==> src/design/fqc_pkg.sv <==
// ----------------------------------------------------------------------------
// fqc_pkg
// Shared types and codes for the compacting FIFO queue: request and response
// transfer structs, request kinds, status codes and controller states.
// ----------------------------------------------------------------------------
package fqc_pkg;

  localparam int VALUE_W = 32;
  localparam int KIND_W  = 3;
  localparam int STAT_W  = 2;
  localparam int OCC_W   = 5;

  typedef enum logic [KIND_W-1:0] {
    KIND_ENQUEUE = 3'd0,
    KIND_DEQUEUE = 3'd1,
    KIND_PEEK    = 3'd2,
    KIND_EDIT    = 3'd3,
    KIND_REMOVE  = 3'd4,
    KIND_DEDUP   = 3'd5,
    KIND_EVENS   = 3'd6,
    KIND_CLEAR   = 3'd7
  } kind_t;

  typedef enum logic [STAT_W-1:0] {
    ST_OK        = 2'd0,
    ST_EMPTY     = 2'd1,
    ST_FULL      = 2'd2,
    ST_NOT_FOUND = 2'd3
  } status_t;

  typedef enum logic [2:0] {
    S_IDLE,
    S_HEAD,
    S_FIND,
    S_SHIFT,
    S_EVEN,
    S_DUP_OUTER,
    S_DUP_INNER
  } state_t;

  typedef struct packed {
    kind_t                      kind;
    logic signed [VALUE_W-1:0]  item_value;
    logic signed [VALUE_W-1:0]  new_value;
  } req_t;

  typedef struct packed {
    logic signed [VALUE_W-1:0]  read_data;
    status_t                    status;
    logic [OCC_W-1:0]           occupancy;
  } rsp_t;

endpackage

==> src/design/fqc_ram.sv <==
// ----------------------------------------------------------------------------
// fqc_ram
// Entry store of the queue: one write port and one read port with the read
// data registered, so the data of a read appears in the cycle after its address.
// ----------------------------------------------------------------------------
module fqc_ram #(
  parameter int DEPTH      = 16,
  parameter int DATA_WIDTH = 32
) (
  input  logic                          clk,
  input  logic                          we,
  input  logic [$clog2(DEPTH)-1:0]      waddr,
  input  logic [DATA_WIDTH-1:0]         wdata,
  input  logic [$clog2(DEPTH)-1:0]      raddr,
  output logic [DATA_WIDTH-1:0]         rdata
);

  logic [DATA_WIDTH-1:0] mem [DEPTH];

  always_ff @(posedge clk) begin
    if (we) begin
      mem[waddr] <= wdata;
    end
  end

  always_ff @(posedge clk) begin
    rdata <= mem[raddr];
  end

endmodule

==> src/design/fifo_queue_with_compaction_core.sv <==
// ----------------------------------------------------------------------------
// fifo_queue_with_compaction_core
// Bounded FIFO of signed words with search, edit, remove and in-place
// compaction requests, built around a single-port-read entry memory.
// ----------------------------------------------------------------------------
// A request is taken when start is high and busy is low, and its single
// response appears on rsp with done high for exactly one cycle, in the cycle
// after the request finishes; the receiver cannot stall it. Enqueue, clear and
// requests on an empty queue finish in the cycle of the transfer, so a new
// request can follow in the next cycle. Dequeue and peek read the head entry
// in S_HEAD. Edit and remove read one entry per cycle, from the head onward.
// Dropping even values reads every entry once. Dropping repeated values
// compares each entry against the survivors one read at a time. The pace of
// these scans is set by the one read port of the entry memory. Entries keep
// their order; the position of the head in the memory is internal and never
// visible.
module fifo_queue_with_compaction_core #(
  parameter int DEPTH      = 16,
  parameter int DATA_WIDTH = 32
) (
  input  logic           clk,
  input  logic           rst,
  input  logic           start,
  input  fqc_pkg::req_t  req,
  output logic           busy,
  output logic           done,
  output fqc_pkg::rsp_t  rsp
);

  localparam int AW = $clog2(DEPTH);
  localparam int CW = $clog2(DEPTH + 1);
  localparam int VW = fqc_pkg::VALUE_W;
  localparam int OW = fqc_pkg::OCC_W;

  fqc_pkg::state_t state, state_next;
  fqc_pkg::kind_t  op, op_next;
  logic [AW-1:0]   head, head_next;
  logic [CW-1:0]   count, count_next;
  logic [CW-1:0]   idx, idx_next;
  logic [CW-1:0]   jdx, jdx_next;
  logic [CW-1:0]   wn, wn_next;
  logic [DATA_WIDTH-1:0] key, key_next;
  logic [DATA_WIDTH-1:0] repl, repl_next;
  logic [DATA_WIDTH-1:0] val, val_next;
  logic            done_next;
  fqc_pkg::rsp_t   rsp_next;

  logic                  we;
  logic [AW-1:0]         waddr;
  logic [DATA_WIDTH-1:0] wdata;
  logic [AW-1:0]         raddr;
  logic [DATA_WIDTH-1:0] rdata;

  logic [CW-1:0] idx_inc;
  logic [CW-1:0] jdx_inc;
  logic [CW-1:0] wn_inc;
  logic          idx_more;
  logic          jdx_more;
  logic [AW-1:0] head_inc;

  function automatic logic [AW-1:0] slot(input logic [AW-1:0] h, input logic [CW-1:0] pos);
    logic [CW:0] sum;
    sum = (CW+1)'(h) + (CW+1)'(pos);
    if (sum >= (CW+1)'(DEPTH)) begin
      sum = sum - (CW+1)'(DEPTH);
    end
    return AW'(sum);
  endfunction

  assign idx_inc  = idx + CW'(1);
  assign jdx_inc  = jdx + CW'(1);
  assign wn_inc   = wn + CW'(1);
  assign idx_more = idx_inc < count;
  assign jdx_more = jdx_inc < wn;
  assign head_inc = (head == AW'(DEPTH - 1)) ? '0 : head + AW'(1);
  assign busy     = (state != fqc_pkg::S_IDLE);

  fqc_ram #(
    .DEPTH      (DEPTH),
    .DATA_WIDTH (DATA_WIDTH)
  ) u_ram (
    .clk   (clk),
    .we    (we),
    .waddr (waddr),
    .wdata (wdata),
    .raddr (raddr),
    .rdata (rdata)
  );

  always_ff @(posedge clk) begin
    if (rst) begin
      state <= fqc_pkg::S_IDLE;
      head  <= '0;
      count <= '0;
      done  <= 1'b0;
    end else begin
      state <= state_next;
      head  <= head_next;
      count <= count_next;
      done  <= done_next;
    end
  end

  always_ff @(posedge clk) begin
    op   <= op_next;
    idx  <= idx_next;
    jdx  <= jdx_next;
    wn   <= wn_next;
    key  <= key_next;
    repl <= repl_next;
    val  <= val_next;
    rsp  <= rsp_next;
  end

  always_comb begin
    state_next = state;
    op_next    = op;
    head_next  = head;
    count_next = count;
    idx_next   = idx;
    jdx_next   = jdx;
    wn_next    = wn;
    key_next   = key;
    repl_next  = repl;
    val_next   = val;
    we         = 1'b0;
    waddr      = head;
    wdata      = key;
    raddr      = head;
    done_next  = 1'b0;
    rsp_next.read_data = '0;
    rsp_next.status    = fqc_pkg::ST_OK;
    rsp_next.occupancy = OW'(count);

    unique case (state)
      fqc_pkg::S_IDLE: begin
        if (start) begin
          op_next   = req.kind;
          key_next  = DATA_WIDTH'(req.item_value);
          repl_next = DATA_WIDTH'(req.new_value);
          idx_next  = '0;
          jdx_next  = '0;
          wn_next   = '0;
          unique case (req.kind)
            fqc_pkg::KIND_ENQUEUE: begin
              done_next = 1'b1;
              if (count == CW'(DEPTH)) begin
                rsp_next.status = fqc_pkg::ST_FULL;
              end else begin
                we         = 1'b1;
                waddr      = slot(head, count);
                wdata      = DATA_WIDTH'(req.item_value);
                count_next = count + CW'(1);
                rsp_next.occupancy = OW'(count + CW'(1));
              end
            end
            fqc_pkg::KIND_DEQUEUE, fqc_pkg::KIND_PEEK,
            fqc_pkg::KIND_EDIT, fqc_pkg::KIND_REMOVE: begin
              if (count == '0) begin
                done_next       = 1'b1;
                rsp_next.status = fqc_pkg::ST_EMPTY;
              end else if (req.kind == fqc_pkg::KIND_DEQUEUE ||
                           req.kind == fqc_pkg::KIND_PEEK) begin
                state_next = fqc_pkg::S_HEAD;
              end else begin
                state_next = fqc_pkg::S_FIND;
              end
            end
            fqc_pkg::KIND_DEDUP, fqc_pkg::KIND_EVENS: begin
              if (count == '0) begin
                done_next = 1'b1;
              end else if (req.kind == fqc_pkg::KIND_DEDUP) begin
                state_next = fqc_pkg::S_DUP_OUTER;
              end else begin
                state_next = fqc_pkg::S_EVEN;
              end
            end
            fqc_pkg::KIND_CLEAR: begin
              done_next  = 1'b1;
              head_next  = '0;
              count_next = '0;
              rsp_next.occupancy = '0;
            end
          endcase
        end
      end

      fqc_pkg::S_HEAD: begin
        done_next          = 1'b1;
        state_next         = fqc_pkg::S_IDLE;
        rsp_next.read_data = VW'($signed(rdata));
        if (op == fqc_pkg::KIND_DEQUEUE) begin
          head_next  = head_inc;
          count_next = count - CW'(1);
          rsp_next.occupancy = OW'(count - CW'(1));
        end
      end

      fqc_pkg::S_FIND: begin
        if (rdata == key) begin
          if (op == fqc_pkg::KIND_EDIT) begin
            we         = 1'b1;
            waddr      = slot(head, idx);
            wdata      = repl;
            done_next  = 1'b1;
            state_next = fqc_pkg::S_IDLE;
          end else if (idx_more) begin
            raddr      = slot(head, idx_inc);
            idx_next   = idx_inc;
            state_next = fqc_pkg::S_SHIFT;
          end else begin
            count_next = count - CW'(1);
            rsp_next.occupancy = OW'(count - CW'(1));
            done_next  = 1'b1;
            state_next = fqc_pkg::S_IDLE;
          end
        end else if (idx_more) begin
          raddr    = slot(head, idx_inc);
          idx_next = idx_inc;
        end else begin
          rsp_next.status = fqc_pkg::ST_NOT_FOUND;
          done_next       = 1'b1;
          state_next      = fqc_pkg::S_IDLE;
        end
      end

      fqc_pkg::S_SHIFT: begin
        we    = 1'b1;
        waddr = slot(head, idx - CW'(1));
        wdata = rdata;
        if (idx_more) begin
          raddr    = slot(head, idx_inc);
          idx_next = idx_inc;
        end else begin
          count_next = count - CW'(1);
          rsp_next.occupancy = OW'(count - CW'(1));
          done_next  = 1'b1;
          state_next = fqc_pkg::S_IDLE;
        end
      end

      fqc_pkg::S_EVEN: begin
        if (rdata[0]) begin
          we      = 1'b1;
          waddr   = slot(head, wn);
          wdata   = rdata;
          wn_next = wn_inc;
        end
        if (idx_more) begin
          raddr    = slot(head, idx_inc);
          idx_next = idx_inc;
        end else begin
          count_next = wn_next;
          rsp_next.occupancy = OW'(wn_next);
          done_next  = 1'b1;
          state_next = fqc_pkg::S_IDLE;
        end
      end

      fqc_pkg::S_DUP_OUTER: begin
        val_next = rdata;
        if (wn == '0) begin
          we      = 1'b1;
          waddr   = slot(head, wn);
          wdata   = rdata;
          wn_next = wn_inc;
          if (idx_more) begin
            raddr    = slot(head, idx_inc);
            idx_next = idx_inc;
          end else begin
            count_next = wn_inc;
            rsp_next.occupancy = OW'(wn_inc);
            done_next  = 1'b1;
            state_next = fqc_pkg::S_IDLE;
          end
        end else begin
          raddr      = head;
          jdx_next   = '0;
          state_next = fqc_pkg::S_DUP_INNER;
        end
      end

      fqc_pkg::S_DUP_INNER: begin
        if (rdata != val && jdx_more) begin
          raddr    = slot(head, jdx_inc);
          jdx_next = jdx_inc;
        end else begin
          if (rdata != val) begin
            we      = 1'b1;
            waddr   = slot(head, wn);
            wdata   = val;
            wn_next = wn_inc;
          end
          if (idx_more) begin
            raddr      = slot(head, idx_inc);
            idx_next   = idx_inc;
            state_next = fqc_pkg::S_DUP_OUTER;
          end else begin
            count_next = wn_next;
            rsp_next.occupancy = OW'(wn_next);
            done_next  = 1'b1;
            state_next = fqc_pkg::S_IDLE;
          end
        end
      end

      default: begin
        state_next = fqc_pkg::S_IDLE;
      end
    endcase
  end

  a_count_bound: assert property (@(posedge clk) disable iff (rst)
    count <= CW'(DEPTH))
    else $error("entry count exceeds the queue depth");

  a_head_bound: assert property (@(posedge clk) disable iff (rst)
    head <= AW'(DEPTH - 1))
    else $error("head index outside the entry store");

  a_scan_in_range: assert property (@(posedge clk) disable iff (rst)
    (state == fqc_pkg::S_FIND || state == fqc_pkg::S_SHIFT ||
     state == fqc_pkg::S_EVEN || state == fqc_pkg::S_DUP_OUTER ||
     state == fqc_pkg::S_DUP_INNER) |-> (idx < count))
    else $error("scan position beyond the occupied entries");

  a_compact_behind: assert property (@(posedge clk) disable iff (rst)
    (state == fqc_pkg::S_EVEN || state == fqc_pkg::S_DUP_OUTER ||
     state == fqc_pkg::S_DUP_INNER) |-> (wn <= idx))
    else $error("compaction write position passed the read position");

  a_inner_in_range: assert property (@(posedge clk) disable iff (rst)
    (state == fqc_pkg::S_DUP_INNER) |-> (jdx < wn))
    else $error("duplicate search beyond the kept entries");

  a_done_follows_work: assert property (@(posedge clk) disable iff (rst)
    done |-> $past(state != fqc_pkg::S_IDLE || start))
    else $error("response without a request in progress");

endmodule

==> config.mk <==
export PLATFORM = sky130hd
export DESIGN_NAME = fifo_queue_with_compaction_core
export DESIGN_NICKNAME = d
export VERILOG_FILES = /design/src/design/fqc_pkg.sv /design/src/design/fqc_ram.sv /design/src/design/fifo_queue_with_compaction_core.sv
export SDC_FILE = /design/constraint.sdc
export NUM_CORES = 1
export LEC_CHECK = 0
export BUFFER_PORTS_ARGS = -buffer_cell sky130_fd_sc_hd__buf_2
export CAP_MARGIN = 15
export CORE_ASPECT_RATIO = 1.1
export CORE_MARGIN = 8
export CORE_UTILIZATION = 35
export CTS_CLUSTER_SIZE = 24
export DETAILED_ROUTE_END_ITERATION = 10
export PLACE_DENSITY = 0.51
export SLEW_MARGIN = 15
export SYNTH_ARGS = -nofsm -noshare
export SYNTH_HDL_FRONTEND = slang
export SYNTH_SLANG_ARGS = --single-unit
==> constraint.sdc <==
create_clock -name clk -period 5.6 [get_ports clk]
set_clock_uncertainty 0.1 [all_clocks]
set_input_delay 0.28 -clock clk [delete_from_list [all_inputs] [get_ports clk]]
set_output_delay 0.28 -clock clk [all_outputs]
set_load 0.01 [all_outputs]
# Word level (Yosys, flattened, before mapping)
# Memories as Yosys holds them, arrays and structs flattened. A register that Yosys moved wholly into a read port is not among the register bits.
# Cells that the tools add are included.
word_totals:
  regBits: 166
  ram_bits: 512
  in_bits: 70
  out_inout_bits: 41
  elab_cells: 204
  n_memories: 1
memory_table:
  columns: ["memory", "words", "word_bits", "rd", "rd_clocked_by_memory_dff", "wr", "line", "text"]
  rows:
  - ["u_ram.mem", 16, 32, 1, 1, 1, "fqc_ram.sv:18", "logic [DATA_WIDTH-1:0] mem [DEPTH];"]
classes:
  n_addsub: 19
  magnitude_cmp: 8
  n_eq_ne: 30
  n_mux: 108
  n_reduce_logical: 24
op_table:
  columns: ["cell", "n"]
  rows:
  - ["32-bit two-way mux", 9]
  - ["32-bit case mux with 6 select lines", 1]
  - ["5-bit two-way mux", 23]
  - ["4-bit two-way mux", 24]
  - ["5-bit case mux with 7 select lines", 2]
  - ["4-bit by 5-bit adder with 6-bit output", 6]
  - ["6-bit by 5-bit >= comparator with 1-bit output (second input constant)", 6]
  - ["32-bit equality test", 1]
  - ["32-bit inequality test", 1]
  - ["5-bit case mux with 5 select lines", 1]
  - ["3-bit two-way mux", 8]
  - ["4-bit case mux with 6 select lines", 1]
  - ["4-bit by 1-bit subtractor with 4-bit output (second input constant)", 6]
  - ["3-bit equality test (second input constant)", 7]
  - ["5-bit by 1-bit adder with 5-bit output (second input constant)", 4]
  - ["1-bit two-way mux", 20]
  - ["5-bit case mux with 4 select lines", 1]
  - ["4-bit case mux with 4 select lines", 1]
  - ["3-bit by 2-bit equality test with 1-bit output (second input constant)", 5]
  - ["3-bit case mux with 5 select lines", 1]
  - ["5-bit case mux with 3 select lines", 1]
  - ["2-bit two-way mux", 6]
  - ["2-bit inequality test (second input constant)", 6]
  - ["1-bit case mux with 6 select lines", 2]
  - ["30 further kinds", 46]

# Logic depth before layout (Yosys ltp)
# Gate-level depths: netlist of the first run.
depth:
  word_depth: 8
  depth_mapped: 16
  depth_no_buf: 14

# Hierarchy
# From an unflattened synthesis of the first run, not the netlist that was laid out.
unflattened:
  cells_unflattened: 1863
  area_unflattened_um2: 30026.3
modules_own_cells:
  columns: ["mod", "n_inst", "cells_each", "area_each_um2", "seq_area_each_um2"]
  rows:
  - ["fqc_ram", 1, 838, 19854.0, 16015.4]
  - ["fifo_queue_with_compaction_core", 1, 1025, 10172.3, 4464.3]

# Least setup slack after synthesis of the first run
# Ideal clock, no wire load.
synth_timing:
  kind: "register to register"
  from: "register state[1]"
  to: "memory u_ram.mem[5][0], enable pin"
  setup_ps: 421
  arrival_ps: 5196
  t_required_ps: 5079
  slack_ps: -117
  path_stages_with_launch: 12
  n_path_buf: 1
  period_less_slack_ps: 5717
  cell_sequence: "dfxtp_1 clkbuf_1 nor3_1 nand2_1 inv_1 and3_1 a21oi_1 nor4b_1 a31oi_1 a2111oi_1 nand2_1 nor2_1"
synth_between:
  elab_chain_cells: 4
  elab_cells_between_ends: 10
  classes_between: "eq/ne (5); mux (4); reduce/logical (1)"
synth_lines:
  columns: ["element", "line", "text"]
  rows:
  - ["start, declared", "fifo_queue_with_compaction_core.sv:35", "fqc_pkg::state_t state, state_next;"]
  - ["start signal, assigned", "fifo_queue_with_compaction_core.sv:92", "state <= fqc_pkg::S_IDLE;"]
  - ["start signal, assigned", "fifo_queue_with_compaction_core.sv:97", "state <= state_next;"]
  - ["3-bit equality test, or another cell as far along", "fifo_queue_with_compaction_core.sv:135", "unique case (state)"]
  - ["1-bit case mux with 6 select lines", "fifo_queue_with_compaction_core.sv:135", null]
  - ["1-bit two-way mux", "fqc_ram.sv:21", "if (we) begin"]
  - ["1-bit two-way mux (not written as such)", "fqc_ram.sv:22", "mem[waddr] <= wdata;"]
  - ["end, declared", "fqc_ram.sv:18", null]
# Parallel ways exist; a longest one is shown, timed or not.

# Worst setup path in the final report of the first run
layout_timing:
  from: "register jdx[0]"
  to: "memory u_ram.mem[5][15], enable pin"
layout_between:
  elab_chain_cells: 7
  elab_cells_between_ends: 9
  classes_between: "add/sub (1); order compare (1); mux (6); reduce/logical (1)"
layout_lines:
  columns: ["element", "line", "text"]
  rows:
  - ["start, declared", "fifo_queue_with_compaction_core.sv:40", "logic [CW-1:0] jdx, jdx_next;"]
  - ["start signal, assigned", "fifo_queue_with_compaction_core.sv:107", "jdx <= jdx_next;"]
  - ["5-bit by 1-bit adder with 5-bit output (*)", "fifo_queue_with_compaction_core.sv:71", "assign jdx_inc = jdx + CW'(1);"]
  - ["via jdx_inc[3]", "fifo_queue_with_compaction_core.sv:55", "logic [CW-1:0] jdx_inc;"]
  - ["5-bit less-than comparator (*)", "fifo_queue_with_compaction_core.sv:74", "assign jdx_more = jdx_inc < wn;"]
  - ["1-bit logical AND (*)", "fifo_queue_with_compaction_core.sv:284", "if (rdata != val && jdx_more) begin"]
  - ["1-bit two-way mux", "fifo_queue_with_compaction_core.sv:284", null]
  - ["1-bit case mux with 6 select lines", "fifo_queue_with_compaction_core.sv:135", null]
  - ["1-bit two-way mux", "fqc_ram.sv:21", null]
  - ["1-bit two-way mux (not written as such)", "fqc_ram.sv:22", null]
# The timed path passes the listed nets; every way through them passes the cells marked *.

==> metrics.txt, run 1 <==
# TYPE chip_impl_metric gauge
chip_impl_metric{name="design.core.area",unit="sq um"} 85960
chip_impl_info{name="hold_end",value="rsp[6]"} 1
chip_impl_info{name="holdCritStartpoint",value="start"} 1
chip_impl_metric{name="area_delta_synth_final",unit="%"} 19.61
chip_impl_info{name="synth_area_leaders",value="edfxtp_1 62%, dfxtp_1 5.6%, mux2i_1 4.4%, o211ai_1 3.3%, nand2_1 3.0%"} 1
chip_impl_info{name="synth.top_cells.by_count",value="626 x edfxtp_1, 245 x nand2_1, 132 x mux2i_1"} 1
chip_impl_metric{name="timing.max_cap.violations",unit=""} 0
chip_impl_metric{name="grt_use_total",unit="%"} 19.27
chip_impl_metric{name="holdBufCountCts",unit=""} 68
chip_impl_metric{name="fmax",unit="MHz"} 194.1
chip_impl_metric{name="drc",unit=""} 0
chip_impl_metric{name="path_clk_slew",unit="ps"} 60
chip_impl_metric{name="grt.overflow.total",unit=""} 0
chip_impl_metric{name="initial_standard_cell_utilization_of_the_core",unit="%"} 35.17
chip_impl_metric{name="timing_worst_slew_pin_value",unit="ps"} 1105
chip_impl_metric{name="slew_headroom",unit="%"} 26.04
chip_impl_info{name="synth_top_family_by_area",value="multiplexers"} 1
chip_impl_metric{name="rr_worst_depth",unit=""} 15
chip_impl_metric{name="final_total_negative_setup_slack",unit="ps"} 0
chip_impl_metric{name="htreeDepth",unit=""} 3
chip_impl_metric{name="ys_seq_area_share",unit="%"} 67.74
chip_impl_metric{name="setup.reg_to_reg.worst_slack",unit="ps"} 450
chip_impl_metric{name="finalCriticalPeriod",unit="ps"} 5152
chip_impl_metric{name="pin_count",unit=""} 111
chip_impl_metric{name="port-buffer-count",unit=""} 110
chip_impl_metric{name="clk-insertion-delay-late",unit="ps"} 620
chip_impl_metric{name="critical_path_required",unit="ps"} 5820
chip_impl_metric{name="gp_congestion",unit=""} 0.8779
chip_impl_metric{name="die_width",unit="um"} 296.2
chip_impl_metric{name="hold_viol_final",unit=""} 0
chip_impl_metric{name="ir_worst_vdd",unit="mV"} 0.2088
chip_impl_info{name="cts-root-buf",value="clkbuf_16"} 1
chip_impl_metric{name="fp.dieArea",unit="sq um"} 96050
chip_impl_metric{name="hold_depth",unit=""} 3
chip_impl_metric{name="antenna_found_initial",unit=""} 3
chip_impl_metric{name="synth_area",unit="sq um"} 30230
chip_impl_metric{name="via_count_of_the_first_global_routing_pass",unit=""} 19630
chip_impl_metric{name="yosysTopAreaCellShare",unit="%"} 62.18
chip_impl_info{name="post-synth-top-count-cell",value="edfxtp_1"} 1
chip_impl_metric{name="yosys_warnings",unit=""} 0
chip_impl_metric{name="synth_area_in_compound_gates",unit="%"} 7.983
chip_impl_metric{name="avg_cell_area_syn",unit="sq um"} 14.21
chip_impl_metric{name="number_of_standard_cell_rows_in_the_floorplan",unit=""} 113
chip_impl_metric{name="report.final.setup_viol",unit=""} 0
chip_impl_metric{name="final_layout_size_suffix_gt1_share",unit="%"} 16.80
chip_impl_info{name="run_status",value="finished, final reports clean"} 1
chip_impl_metric{name="wire_length_of_the_first_global_routing_pass",unit="mm"} 135.9
chip_impl_info{name="end_kind",value="flip-flop"} 1
chip_impl_metric{name="yosys.area_share.xor_xnor",unit="%"} 2.781
chip_impl_metric{name="post_cts.repair.setup_buffers",unit=""} 0
chip_impl_metric{name="synthSimpleGateAreaFrac",unit="%"} 8.418
chip_impl_info{name="yosys_most_used_dff",value="edfxtp_1"} 1
chip_impl_metric{name="numClockSinks",unit=""} 710
chip_impl_metric{name="vias_per_cell",unit=""} 5.382
chip_impl_metric{name="numPlacedInstances",unit=""} 3347
chip_impl_metric{name="power_density",unit="nW/um^2"} 344.9
chip_impl_metric{name="finalMaxSlewViolations",unit=""} 0
chip_impl_info{name="netlist.top_cell.by_area",value="edfxtp_1"} 1
chip_impl_metric{name="nets",unit=""} 2455
chip_impl_metric{name="timing.critical_path.arrival",unit="ps"} 5370
chip_impl_info{name="setup.worst_path.start_class",value="flip-flop"} 1
chip_impl_metric{name="dr_total_vias",unit=""} 19170
chip_impl_metric{name="timing.critical_path.fanout_max",unit=""} 15
chip_impl_metric{name="clock_buffer_count_from_cts",unit=""} 78
chip_impl_metric{name="die-height",unit="um"} 324.3
chip_impl_metric{name="first_iter_violations",unit=""} 1988
chip_impl_metric{name="layout.cells.non_filler",unit=""} 3561
chip_impl_metric{name="post_synth_num_cell_types",unit=""} 74
chip_impl_metric{name="min_period_over_period",unit="%"} 92.00
chip_impl_metric{name="synth_fp_nets",unit=""} 2238
chip_impl_metric{name="design_area",unit="sq um"} 36160
chip_impl_info{name="cts_tree",value="done"} 1
chip_impl_metric{name="asyncSetResetFlopFracSynth",unit="%"} 0
chip_impl_info{name="reg2reg_from",value="jdx[0]"} 1
chip_impl_metric{name="syn_inst",unit=""} 2128
chip_impl_metric{name="largest_net_degree_at_the_start_of_global_routing",unit=""} 61
chip_impl_metric{name="post_cts_resized",unit=""} 0
chip_impl_metric{name="ys_ff_latch",unit=""} 710
chip_impl_metric{name="detail_route.wl_per_cell",unit="um"} 26.40
chip_impl_info{name="rsz_0062_raised_after_global_routing",value="false"} 1
chip_impl_metric{name="post_synth_edffs",unit=""} 626
chip_impl_info{name="worst-setup-path-type",value="reg2reg"} 1
chip_impl_info{name="worst_r2r_endpoint",value="u_ram.mem[5][15]"} 1
chip_impl_metric{name="drt_wl_total",unit="mm"} 94.00
chip_impl_metric{name="drt_first_pass_iters",unit=""} 7
chip_impl_metric{name="post_synth_fa_ha_maj_area_fraction",unit="%"} 1.804
chip_impl_metric{name="postPlaceCellArea",unit="sq um"} 32850
chip_impl_metric{name="place_hpwl",unit="mm"} 58.57
chip_impl_metric{name="drt.antenna.violating_nets",unit=""} 0
chip_impl_info{name="hold_class",value="in2reg"} 1
chip_impl_metric{name="synth_mux_area_share",unit="%"} 9.175
chip_impl_metric{name="leakage",unit="nW"} 11.85
chip_impl_metric{name="clockBufferDepth",unit=""} 3
worst max-delay path: stages (launching register included):
cell       delay, ps
edfxtp_1         470
nand3_1          140
xor2_1           290
inv_1             80
ha_1             290
a21o_1           160
a21oi_1          180
o21a_1           300
a211oi_4          70
a21oi_1          240
a21boi_0         160
o21a_1           200
a2111oi_1        860
nand2_1          260
nor2_4           750
buf_4            290
where the power goes:
group / switching, mW / leakage [nW] / internal [mW] / total [mW]
logic: 0.752 / 4.16 / 0.330 / 1.08
clock network: 2.12 / 1.29 / 3.09 / 5.21
registers: 0.118 / 6.40 / 6.06 / 6.17
how the worst max path moves through the flow:
stage / startpoint / end / depth (start not counted)
2_1_floorplan: state[1] / u_ram.mem[0][0] / 11
3_5_place_dp: jdx[0] / u_ram.mem[5][14] / 15
3_3_place_gp: jdx[0] / u_ram.mem[5][8] / 15
6_report: jdx[0] / u_ram.mem[5][15] / 15
5_1_grt: jdx[0] / u_ram.mem[5][15] / 15
4_1_cts: jdx[0] / u_ram.mem[5][15] / 15
sequential cells by signal, indices dropped and copies added (netlist names):
register,cells
state,3
op,3
jdx,5
rsp,39
head,4
wn,5
done,1
count,5
key,32
val,32
idx,5
u_ram.mem,512
u_ram.rdata,32
repl,32
per-layer routing:
layer / wire (um) / track usage [%]
met1: 40670 / 25.92
met2: 44140 / 31.52
met3: 6271 / 3.289
met4: 2918 / 6.482
met5: 0 / 0
through the flow:
stage	util (%)	hold slack [ps]	setup WS, ps	total power [mW]
finish	42.07	152.7	448.2	12.47
global route	42.06	131.3	205.8	12.88
global placement	38.22	358.8	609.4	7.311
floorplan	-	251.6	388.6	6.811
detailed placement	38.22	358.1	560.7	7.328
CTS	42.06	78.42	546.0	12.60
cells by family (layout without fill, tap and decap cells):
family | Yosys count | in the layout
adder cells (fa/ha/maj) | 40 | 40
flip-flops | 710 | 710
AND/OR/NAND/NOR | 538 | 538
AO/OA/AOI/OAI | 334 | 334
other | 0 | 1
XOR/XNOR | 96 | 96
multiplexers | 261 | 261
buffers and inverters | 149 | 431
placed cells by master, fill, tap and decap left out, drive strengths merged, types with 5 or more instances in the layout:
cell,count
a211oi,6
a21o,9
a21oi,47
a221o,5
a221oi,6
a222oi,30
a31oi,5
and2,8
and3,37
buf,188
bufinv,5
clkbuf,119
clkinv,18
dfxtp,84
dlygate4sd3,68
edfxtp,626
fa,6
ha,34
inv,31
mux2,129
mux2i,132
nand2,246
nand2b,14
nand3,56
nand4,54
nor2,84
nor2b,9
nor3,7
nor4,5
o211ai,131
o21ai,45
o22ai,6
xnor2,81
xor2,15
cell type report:
type / count / area (sq um)
well taps: 1150 / 1439
fillers: 8020 / 49800
inverters: 30 / 116.4
multi-input cells: 1269 / 9316
diodes: 1 / 2.502
repair buffers: 256 / 2180
clock inverters: 26 / 326.6
clock buffers: 119 / 2300
flip-flops and latches: 710 / 20480
Power figures use the tool's default switching activity.
==> run 2: changes to the inputs <==
- BUFFER_PORTS_ARGS: -buffer_cell sky130_fd_sc_hd__buf_2 -> default
- DONT_BUFFER_PORTS: default -> 1
- PLACE_DENSITY: 0.51 -> 0.5
==> run 2 against run 1 <==
Total power fell by 0.82%. Cell count fell by 3.2%. Register-to-register slack better by 140 ps. Clock power is essentially flat. Critical path depth is 4 lower. Non-clock buffer count fell by 117. Critical endpoint is now u_ram.mem[10][14]. Core utilization shrank 0.92 points. Via count down 1.9%. Fmax up 2.8%. Wire length up 1.9%.
==> metrics.txt, run 2 (synthesis gave the netlist of run 1 again) <==
# TYPE chip_impl_metric gauge
chip_impl_metric{name="finalMaxSlewViolations",unit=""} 0
chip_impl_metric{name="timing.critical_path.depth",unit=""} 11
chip_impl_info{name="setup.worst_path.start_class",value="flip-flop"} 1
chip_impl_metric{name="sequentialPowerShare",unit="%"} 50.2
chip_impl_metric{name="clk-insertion-delay-late",unit="ps"} 630
chip_impl_metric{name="clockPowerShare",unit="%"} 41.9
chip_impl_metric{name="grt.overflow.total",unit=""} 0
chip_impl_metric{name="combinationalPowerShare",unit="%"} 7.9
chip_impl_info{name="worst-setup-path-type",value="reg2reg"} 1
chip_impl_metric{name="power_density",unit="nW/um^2"} 349.8
chip_impl_metric{name="wire_length_of_the_first_global_routing_pass",unit="mm"} 137.2
chip_impl_metric{name="antenna_found_initial",unit=""} 8
chip_impl_info{name="timing.critical_path.max_delay_family",value="simple AND/OR/NAND/NOR gates"} 1
chip_impl_metric{name="hold_viol_final",unit=""} 0
chip_impl_metric{name="leakage",unit="nW"} 11.24
chip_impl_info{name="run_status",value="finished, final reports clean"} 1
chip_impl_metric{name="power.share.switching",unit="%"} 23.97
chip_impl_metric{name="max_ffs_per_register",unit=""} 512
chip_impl_metric{name="die_width",unit="um"} 296.2
chip_impl_metric{name="first_iter_violations",unit=""} 1624
chip_impl_metric{name="drt.antenna.violating_nets",unit=""} 0
chip_impl_info{name="largestRegisters",value="u_ram.mem: 512 flops, rsp: 39 flops"} 1
chip_impl_metric{name="area_delta_synth_final",unit="%"} 16.98
chip_impl_info{name="timing.critical_path.cells",value="xnor2_1 -> nand4_1 -> nor4_2 -> nand4_2 -> nand2_2 -> nand2_1 -> or4_1 -> a2111o_1 -> nand2b_1 -> nor2_4 -> buf_12"} 1
chip_impl_metric{name="nets",unit=""} 2338
chip_impl_metric{name="clockBufferDepth",unit=""} 3
chip_impl_metric{name="detail_route.wl_per_cell",unit="um"} 27.79
chip_impl_metric{name="die-height",unit="um"} 324.3
chip_impl_metric{name="fp.dieArea",unit="sq um"} 96050
chip_impl_metric{name="timing.critical_path.fanout_max",unit=""} 18
chip_impl_metric{name="slew_headroom",unit="%"} 27.97
chip_impl_metric{name="clock_buffer_count_from_cts",unit=""} 78
chip_impl_metric{name="power.internal",unit="mW"} 9.404
chip_impl_metric{name="critical_path_required",unit="ps"} 5810
chip_impl_info{name="cts_tree",value="done"} 1
chip_impl_info{name="cp-startpoint",value="u_ram.rdata[9]"} 1
chip_impl_metric{name="ir_worst_vdd",unit="mV"} 0.2046
chip_impl_metric{name="min_period_over_period",unit="%"} 89.48
chip_impl_metric{name="postLayoutSetupSlackWorst",unit="ps"} 589.3
chip_impl_metric{name="initial_standard_cell_utilization_of_the_core",unit="%"} 35.17
chip_impl_metric{name="dp_worst_setup_slack",unit="ps"} 521.6
chip_impl_metric{name="largest_net_degree_at_the_start_of_global_routing",unit=""} 77
chip_impl_metric{name="number_of_standard_cell_rows_in_the_floorplan",unit=""} 113
chip_impl_metric{name="grt_use_total",unit="%"} 19.69
chip_impl_metric{name="holdWs",unit="ps"} 42.84
chip_impl_metric{name="fmax",unit="MHz"} 199.6
chip_impl_metric{name="dr_total_vias",unit=""} 18790
chip_impl_metric{name="timing_worst_slew_pin_value",unit="ps"} 1081
chip_impl_metric{name="vias_per_cell",unit=""} 5.450
chip_impl_metric{name="design_area",unit="sq um"} 35370
chip_impl_info{name="cts-root-buf",value="clkbuf_16"} 1
chip_impl_metric{name="total_power",unit="mW"} 12.37
chip_impl_info{name="crit_slowest_cell",value="nor2_4"} 1
chip_impl_metric{name="report.final.setup_viol",unit=""} 0
chip_impl_metric{name="timing.max_cap.violations",unit=""} 0
chip_impl_metric{name="gp_congestion",unit=""} 0.8677
chip_impl_metric{name="rr_worst_depth",unit=""} 11
chip_impl_metric{name="drt_wl_total",unit="mm"} 95.83
chip_impl_metric{name="total_switching_power",unit="mW"} 2.966
chip_impl_metric{name="numClockSinks",unit=""} 710
chip_impl_metric{name="timing.critical_path.arrival",unit="ps"} 5220
chip_impl_info{name="rsz_0062_raised_after_global_routing",value="false"} 1
chip_impl_metric{name="place_hpwl",unit="mm"} 59.80
chip_impl_info{name="mostFrequentLayoutCell",value="edfxtp_1"} 1
chip_impl_metric{name="via_count_of_the_first_global_routing_pass",unit=""} 19170
chip_impl_metric{name="path_clk_slew",unit="ps"} 60
chip_impl_metric{name="crit_buf_inv",unit=""} 1
chip_impl_metric{name="final_total_negative_setup_slack",unit="ps"} 0
chip_impl_metric{name="htreeDepth",unit=""} 3
chip_impl_metric{name="port-buffer-count",unit=""} 0
chip_impl_info{name="crit_path_end",value="u_ram.mem[10][14]"} 1
chip_impl_info{name="most_used_cells_in_the_layout_excluding_fill_and_tap_cells",value="626 x edfxtp_1, 245 x nand2_1, 132 x mux2i_1"} 1
chip_impl_metric{name="design.core.area",unit="sq um"} 85960
chip_impl_metric{name="final_layout_size_suffix_gt1_share",unit="%"} 12.47
chip_impl_metric{name="post_cts.repair.setup_buffers",unit=""} 0
chip_impl_info{name="hold_class",value="in2reg"} 1
chip_impl_info{name="end_kind",value="flip-flop"} 1
chip_impl_metric{name="nFillCells",unit=""} 8045
chip_impl_info{name="worst_r2r_endpoint",value="u_ram.mem[10][14]"} 1
chip_impl_metric{name="postPlaceCellArea",unit="sq um"} 32050
chip_impl_metric{name="finalCriticalPeriod",unit="ps"} 5011
chip_impl_metric{name="drt_first_pass_iters",unit=""} 5
chip_impl_metric{name="pin_count",unit=""} 111
chip_impl_info{name="reg2reg_from",value="u_ram.rdata[9]"} 1
chip_impl_metric{name="setup.reg_to_reg.worst_slack",unit="ps"} 590
chip_impl_info{name="largest-register",value="u_ram.mem"} 1
chip_impl_metric{name="drc",unit=""} 0
chip_impl_metric{name="crit_path_max_incr_delay",unit="ps"} 620
## run 2: changes by cell type in the layout (fill, tap and decap cells not counted), moves of 2 or more
cell,before,now
buf_4,49,53
dlygate4sd3_1,68,71
clkbuf_1,25,17
inv_16,3,0
clkinv_2,11,7
buf_12,29,15
clkinv_4,1,3
clkinv_1,5,14
clkbuf_8,13,7
clkinvlp_4,2,6
diode_2,1,5
buf_2,110,0
inv_6,0,4
## run 2: worst min-delay path by stage
stage	slack (ps)	cells past startpoint	startpoint	end
floorplan	250	1	rst	count[2]
global placement	250	1	rst	count[4]
detailed placement	250	1	rst	count[1]
CTS	6	4	req[65]	rsp[3]
global route	50	3	req[66]	rsp[3]
finish	40	4	req[65]	rsp[3]
## run 2: final cells by class
class | count | area [sq um] | area share, %
timing repair buffer | 139 | 1409 | 3.983
inverter | 30 | 116.4 | 0.3290
clock buffer | 106 | 2212 | 6.255
tap | 1150 | 1439 | 4.068
sequential | 710 | 20480 | 57.91
multi-input combinational | 1269 | 9319 | 26.35
clock inverter | 39 | 379.1 | 1.072
antenna | 5 | 12.51 | 0.03538
## run 2: worst min-delay path, cell delays in order
cell and delay [ps]:
nor3_1 100, nand2_1 80, a41oi_1 140, nand4_1 120
## run 2: per-stage QoR
| stage | instances | util [%] |
|---|---|---|
| 2_1_floorplan | 2128 | - |
| 3_3_place_gp | 3227 | 37.29 |
| 3_5_place_dp | 3227 | 37.29 |
| 4_1_cts | 3443 | 41.13 |
| 5_1_grt | 3448 | 41.14 |
| 6_report | 3448 | 41.14 |
## run 2: metal layers
metal	wire [um]	GRT usage [%]
met2	44750	31.58
met1	40710	25.59
met3	7079	4.981
met4	3277	7.583
met5	13	0
## run 2: power by group through the flow
stage	registers, mW	logic [mW]	clock network [mW]
5_1_grt	6.23	1.06	5.49
6_report	6.21	0.976	5.18
3_3_place_gp	6.33	0.914	0
2_1_floorplan	6.24	0.572	0
3_5_place_dp	6.33	0.923	0
4_1_cts	6.22	0.979	5.30
## run 2: repair_timing
item	in CTS	in global routing
gates resized for setup	0	0
hold buffers	71	0
hold endpoints to repair	84	0
